File: config.mk
export PLATFORM = sky130hd
export DESIGN_NAME = cfpsu_scale_add
export DESIGN_NICKNAME = d
export VERILOG_FILES = /design/src/sv/cfpsu_pkg.sv /design/src/sv/cfpsu_scale_add.sv
export SDC_FILE = /design/constraint.sdc
export NUM_CORES = 2
export LEC_CHECK = 0
export ABC_AREA = 0
export BUFFER_PORTS_ARGS = -buffer_cell sky130_fd_sc_hd__buf_2
export CAP_MARGIN = 25
export CORE_MARGIN = 3
export CORE_UTILIZATION = 62
export CTS_CLUSTER_DIAMETER = 40
export CTS_CLUSTER_SIZE = 30
export DETAILED_ROUTE_END_ITERATION = 7
export GPL_TIMING_DRIVEN = 0
export HOLD_SLACK_MARGIN = 0.06
export PLACE_DENSITY = 0.82
export SYNTH_ARGS = -nofsm -noshare
export SYNTH_HDL_FRONTEND = slang
export SYNTH_SLANG_ARGS = --single-unit
File: constraint.sdc
create_clock -name i_clk -period 12.25 [get_ports i_clk]
set_input_delay 0.6125 -clock i_clk [delete_from_list [all_inputs] [get_ports i_clk]]
set_output_delay 0.6125 -clock i_clk [all_outputs]
set_load 0.01 [all_outputs]
File: src/sv/cfpsu_pkg.sv
// Shared constants, types and stage offsets for the central-force particle step unit.
// No dependencies; every other file refers to it by scoped names.
package cfpsu_pkg;

    localparam int FRAC_BITS  = 16;
    localparam int DIV_SH     = 4 * FRAC_BITS - 30;
    localparam int DT_W       = 17;
    localparam int MASS_W     = 31;
    localparam int DEN_W      = 127;
    localparam int REM_W      = 128;
    localparam int SQRT_STEPS = 32;
    localparam int DIV_STEPS  = 32;

    localparam int LAT_SA = 2;
    localparam int LAT_SQ = SQRT_STEPS + 2;
    localparam int LAT_CU = 5;
    localparam int LAT_DV = DIV_STEPS + 2;

    // stage at which each unit takes its operands
    localparam int S_SQ  = LAT_SA;
    localparam int S_CU  = S_SQ + LAT_SQ;
    localparam int S_DV  = S_CU + LAT_CU;
    localparam int S_KK  = S_DV + LAT_DV;
    localparam int S_D2  = S_KK + LAT_SA;
    localparam int S_OUT = S_D2 + LAT_SA;
    localparam int LAT   = S_OUT + 1;

    localparam logic [DT_W-1:0] DT_RESET = DT_W'(66);

    typedef enum logic [0:0] {
        CFG_STEP_LENGTH     = 1'b0,
        CFG_INTEGRATOR_MODE = 1'b1
    } t_cfg_idx;

    typedef enum logic [0:0] {
        MODE_LEAPFROG = 1'b0,
        MODE_EULER    = 1'b1
    } t_mode;

    typedef struct packed {
        logic signed [31:0] pos_x;
        logic signed [31:0] pos_y;
        logic signed [31:0] vel_x;
        logic signed [31:0] vel_y;
        logic signed [31:0] acc_x;
        logic signed [31:0] acc_y;
        logic [MASS_W-1:0]  mass;
        logic               sing;
    } t_side;

endpackage

File: src/sv/cfpsu_scale_add.sv
// Two-stage saturating add of a rounded scaled product: base + round(mul * dt / 2^s).
// Uses cfpsu_pkg for the fraction width and the step-length width.
module cfpsu_scale_add (
    input  logic                          i_clk,
    input  logic                          i_en,
    input  logic signed [31:0]            i_base,
    input  logic signed [31:0]            i_mul,
    input  logic [cfpsu_pkg::DT_W-1:0]    i_dt,
    input  logic                          i_half,
    output logic signed [31:0]            o_sum
);
    localparam logic signed [51:0] SAT_HI = 52'sd2147483647;
    localparam logic signed [51:0] SAT_LO = -52'sd2147483648;

    logic signed [49:0] r_prod;
    logic signed [31:0] r_base;
    logic               r_half;
    logic signed [31:0] r_sum;
    logic signed [50:0] w_rnd;
    logic signed [50:0] w_shift;
    logic signed [51:0] w_total;
    logic signed [31:0] n_sum;

    always_ff @(posedge i_clk) begin
        if (i_en) begin
            r_prod <= i_mul * $signed({1'b0, i_dt});
            r_base <= i_base;
            r_half <= i_half;
            r_sum  <= n_sum;
        end
    end

    always_comb begin
        w_rnd   = {r_prod[49], r_prod} + (r_half ? (51'sd1 <<< cfpsu_pkg::FRAC_BITS)
                                                 : (51'sd1 <<< (cfpsu_pkg::FRAC_BITS - 1)));
        w_shift = r_half ? (w_rnd >>> (cfpsu_pkg::FRAC_BITS + 1))
                         : (w_rnd >>> cfpsu_pkg::FRAC_BITS);
        w_total = {{20{r_base[31]}}, r_base} + {w_shift[50], w_shift};
        if (w_total > SAT_HI) begin
            n_sum = 32'sh7FFFFFFF;
        end else if (w_total < SAT_LO) begin
            n_sum = 32'sh80000000;
        end else begin
            n_sum = w_total[31:0];
        end
    end

    assign o_sum = r_sum;

endmodule

Word-level counts from Yosys, hierarchy flattened:

Index checks and enable logic that the tools add are counted.

* memories kept: 0
* bits in registers: 115
* memory bits (writable): 0
* bits in read-only memories: 0
* bits in latches: 0
* input bits: 84
* word-level logic and storage cells: 12

* shift-type cells: 0
* reductions and logical operators: 0
* add/subtract/negate cells: 2
* divide/modulo/power cells: 0
* equal/unequal tests: 0
* multiplexer cells: 3
* order comparisons: 2
* bitwise logic cells: 0
* multipliers: 1

Operators by type and width (count)
* 50-bit by 18-bit adder with 51-bit output: 1
* 32-bit by 18-bit multiplier with 50-bit output: 1
* 32-bit by 35-bit adder with 36-bit output: 1
* 36-bit by 32-bit > comparator with 1-bit output, second input constant: 1
* 36-bit by 32-bit < comparator with 1-bit output, second input constant: 1
* 34-bit two-way mux: 1
* 32-bit two-way mux: 1
* 17-bit two-way mux: 1

Longest topological paths before layout:

* depth in word-level cells: 6
* depth in mapped cells: 25
* gate-level depth less buffers: 24

Worst setup path before layout:

OpenSTA, ideal clock, no wires.

* path type: in2reg
* from: input port i_mul[31]
* to: register r_prod[48], data pin
* data arrival time: 6253 ps
* path slack: 5740 ps
* stages: 22
* path through: clkbuf_1 -> clkbuf_1 -> nand2_1 -> fa_1 -> fa_1 -> inv_1 -> fa_1 -> fa_1 -> fa_1 -> inv_1 -> fa_1 -> inv_1 -> ha_1 -> clkbuf_1 -> a21o_1 -> a21o_1 -> a21oi_1 -> o21a_1 -> nor2_1 -> a211o_1 -> a21oi_1 -> xnor2_1

* longest elaborated chain between the ends: 1

RTL lines
* start, declared: line cfpsu_scale_add.sv:7 `input logic signed [31:0] i_mul,`
* 32-bit by 18-bit multiplier with 50-bit output: line cfpsu_scale_add.sv:26 `r_prod <= i_mul * $signed({1'b0, i_dt});`
* end signal, assigned: line cfpsu_scale_add.sv:26
* end, declared: line cfpsu_scale_add.sv:15 `logic signed [49:0] r_prod;`

Every way passes these cells.
A chain may end at the register's enable or synchronous reset.

Worst setup path in the final report:

* from: input port i_dt[9] in the netlist's numbering
* to: register r_prod[45], data pin

* longest elaborated chain between the ends: 1

RTL lines
* start, declared: line cfpsu_scale_add.sv:8 `input logic [cfpsu_pkg::DT_W-1:0] i_dt,`
* 32-bit by 18-bit multiplier with 50-bit output: line cfpsu_scale_add.sv:26

Every way passes these cells.

==> run_results.csv <==
group,metric,value,unit
sta,max_freq,128.3,MHz
synthesis,synth_edf_count,100,
synthesis,synth_top_flop_cell,"edfxtp_1",
grt,grt_pass1_wl,111400,um
setup_path,crit_top_cell,"fa_1",
clocking,cts.clk_slew.worst_paths,70,ps
grt,grt_pass1_vias,20950,
sta,setup_violations,0,
synthesis,synth_area,0.02571,mm2
clocking,cts_buffer_depth,2,
clocking,cts-root-buf,"clkbuf_16",
sta,hold_viol_final,0,
synthesis,ys_seq_area_frac,0.1168,
drt,drcViolationCount,0,
grt,grtUsageMet2,0.5298,
finish,drive_gt1_frac,0.06335,
sta,rsz0062_at_grt,"false",
clocking,htreeDepth,3,
die,die_area,0.04395,mm2
sta,setup-tns-final,0,ps
synthesis,synthDistinctLibCells,83,
setup_path,path_buf_inv,5,
drt,viasPerCell,5.715,
grt,grtUsageMet3,0.07414,
setup_path,crit_path_max_fanout,10,
sta,slew_viol_final,0,
clocking,clk_latency,360,ps
setup_path,critPathSlowestCell,"a21boi_0",
synthesis,synth_nets,3569,
sta,relSlewSlack,0.3141,
finish,nets,3696,
sta,worstMarginPinSlew,1023,ps
clocking,cts_setup_buffers,0,
drt,dr.first_iter.drc_count,1788,
die,num_rows,73,
synthesis,async_flop_share,0,
grt,grt-busiest-layer,"met2",
clocking,cts_sinks,100,
finish,num-fill-cells,3209,
sta,period_share,0.6363,
synthesis,syn_inst,2804,
finish,synthToLayoutAreaGrowth,6.063,%
die,core_area,0.04037,mm2
drt,drt-pass1-iter-count,6,
sta,fin_skew,9.478,ps
setup_path,crit_path_start_kind,"primary input",
placed_design,hpwl,59910,um
synthesis,ys_ff_latch,100,
clocking,post_cts_resized,0,
grt,grt_use_met1,0.4378,
setup_path,critical_path.cell_chain,"buf_2 > clkbuf_1 > nand2_1 > fa_1 > inv_1 > fa_1 > fa_1 > fa_1 > fa_1 > inv_1 > fa_1 > inv_1 > ha_1 > nand3_1 > nor2_1 > nand3_1 > nor3_1 > o21ai_0 > a21boi_0 > a21boi_0 > o21ai_0 > xor2_1",
drt,num_vias,19780,
drt,wl_per_cell,20.06,um
clocking,ctsHoldBuffers,0,
setup_path,worst_setup_path_end_kind,"flip-flop",
setup_path,cp_top_family,"adder cells",
grt,grt_max_degree,54,
grt,track_usage,0.3236,
setup_path,timing.rr.start,"r_half$_DFFE_PP_",
die,die_y,209.6,um
drt,wl,69440,um
setup_path,cp_slowest_stage_delay,680,ps
placed_design,port_buffers,114,
setup_path,critPathRequiredTime,12360,ps
min_path,hold_path.class,"in2reg",
outcome,status,"complete, no violations",
finish,num_antenna_cells,0,
die,start_util,0.6369,
clocking,cts_tree,"built",
die,num_io_pins,116,
clocking,numCtsBuffers,9,
grt,grt-ovfl-total,0,
synthesis,syn_avg_cell_area,9.170,um2
grt,antenna_found_initial,0,
setup_path,crit_type,"in2reg",
min_path,min-delay-start,"i_base[31]",
setup_path,arrival,7900,ps
sta,finalCriticalPeriod,7795,ps
run,cap_violations,0,
placed_design,gp_congestion,1.016,
drt,ant_nets,0,
synthesis,yosys_warnings,0,
die,die_w,209.6,um
setup_path,startpoint,"i_dt[9]",
[cell usage in the layout, fill, tap and decap left out, types with 19 or more instances in the layout]
master / Yosys / layout
buf_2: 7 / 120
ha_1: 160 / 160
and2_1: 326 / 326
edfxtp_1: 100 / 100
o21ai_0: 49 / 49
nand4_1: 19 / 19
mux2i_1: 19 / 19
nor3_1: 31 / 31
nand2_1: 286 / 286
clkbuf_1: 101 / 102
fa_1: 521 / 521
a21oi_1: 104 / 104
nor2_1: 76 / 76
inv_1: 638 / 638
nand3_1: 41 / 41
xnor2_1: 46 / 46
a21o_1: 39 / 39
xor2_1: 29 / 29
[flip-flops by register name, summed over array words and instances (netlist names)]
| register | count |
|---|---|
| r_half | 1 |
| r_prod | 35 |
| o_sum | 32 |
| r_base | 32 |
[layer usage]
layer,vias up,wire length [um]
li1,8847,-
met1,9769,27610
met2,1017,32090
met3,145,7545
met4,0,2191
met5,-,0
[final timing paths]
kind	to	slack [ps]	depth (start not counted)
setup reg to reg	o_sum[16]$_SDFFCE_PN1P_	5180	22
hold reg to reg	o_sum[0]$_SDFFCE_PN1P_	800	3
setup / recovery	r_prod[45]$_DFFE_PP_	4450	22
hold / removal	r_base[31]$_DFFE_PP_	430	1
[Yosys cell counts (12+ instances only)]
cell / instances / area [um2]
a21o_1: 39 / 292.8
a21oi_1: 104 / 520.5
a31oi_1: 18 / 112.6
and2_1: 326 / 2039
clkbuf_1: 101 / 379.1
edfxtp_1: 100 / 3003
fa_1: 521 / 10430
ha_1: 160 / 2002
inv_1: 638 / 2395
mux2i_1: 19 / 190.2
nand2_1: 286 / 1074
nand3_1: 41 / 205.2
nand4_1: 19 / 118.9
nor2_1: 76 / 285.3
nor3_1: 31 / 155.2
o21a_1: 12 / 90.09
o21ai_0: 49 / 245.2
o21ai_1: 18 / 90.09
xnor2_1: 46 / 402.9
xor2_1: 29 / 254.0
[per-stage QoR]
step                setup slack, ps  instance area [um2]  std cells  hold WS, ps  utilization
detailed placement             4149                26980       3445        779.6       0.6683
finish                         4455                27270       3461        426.0       0.6755
floorplan                      5740                25710       2804        669.7            -
global route                   4110                27270       3461        424.8       0.6755
global placement               4327                26940       3443        735.1       0.6673
CTS                            4531                27270       3461        422.5       0.6755
[cell families after synthesis]
logic type	Yosys count	synth area share
XOR/XNOR	75	0.02555
flip-flops	100	0.1168
buffers and inverters	759	0.1124
adder cells (fa/ha/maj)	681	0.4835
AO/OA/AOI/OAI	332	0.08677
AND/OR/NAND/NOR	837	0.1672
multiplexers	20	0.007834
[worst reg2reg max path, delay by kind of cell (launching register included)]
kind / cells / cell delay, ps
compound gates: 9 / 2470
xor+xnor: 1 / 210
fa+ha+maj: 2 / 770
buf+inv: 5 / 2180
flops: 1 / 420
simple gates: 5 / 760
[area by class of cell]
| type | count | area (um2) | share of cell area |
|---|---|---|---|
| buffer | 121 | 494.2 | 0.01812 |
| clock buffer | 10 | 229.0 | 0.008396 |
| clock inverter | 6 | 62.56 | 0.002294 |
| inverter | 638 | 2395 | 0.08781 |
| multi-input combinational | 1945 | 19820 | 0.7268 |
| sequential | 100 | 3003 | 0.1101 |
| tap | 525 | 656.9 | 0.02409 |
| timing repair buffer | 116 | 610.6 | 0.02239 |
Power is left out: the tool's default activity adds up to more than one toggle a clock period on the data nets, which glitch-free logic cannot reach.
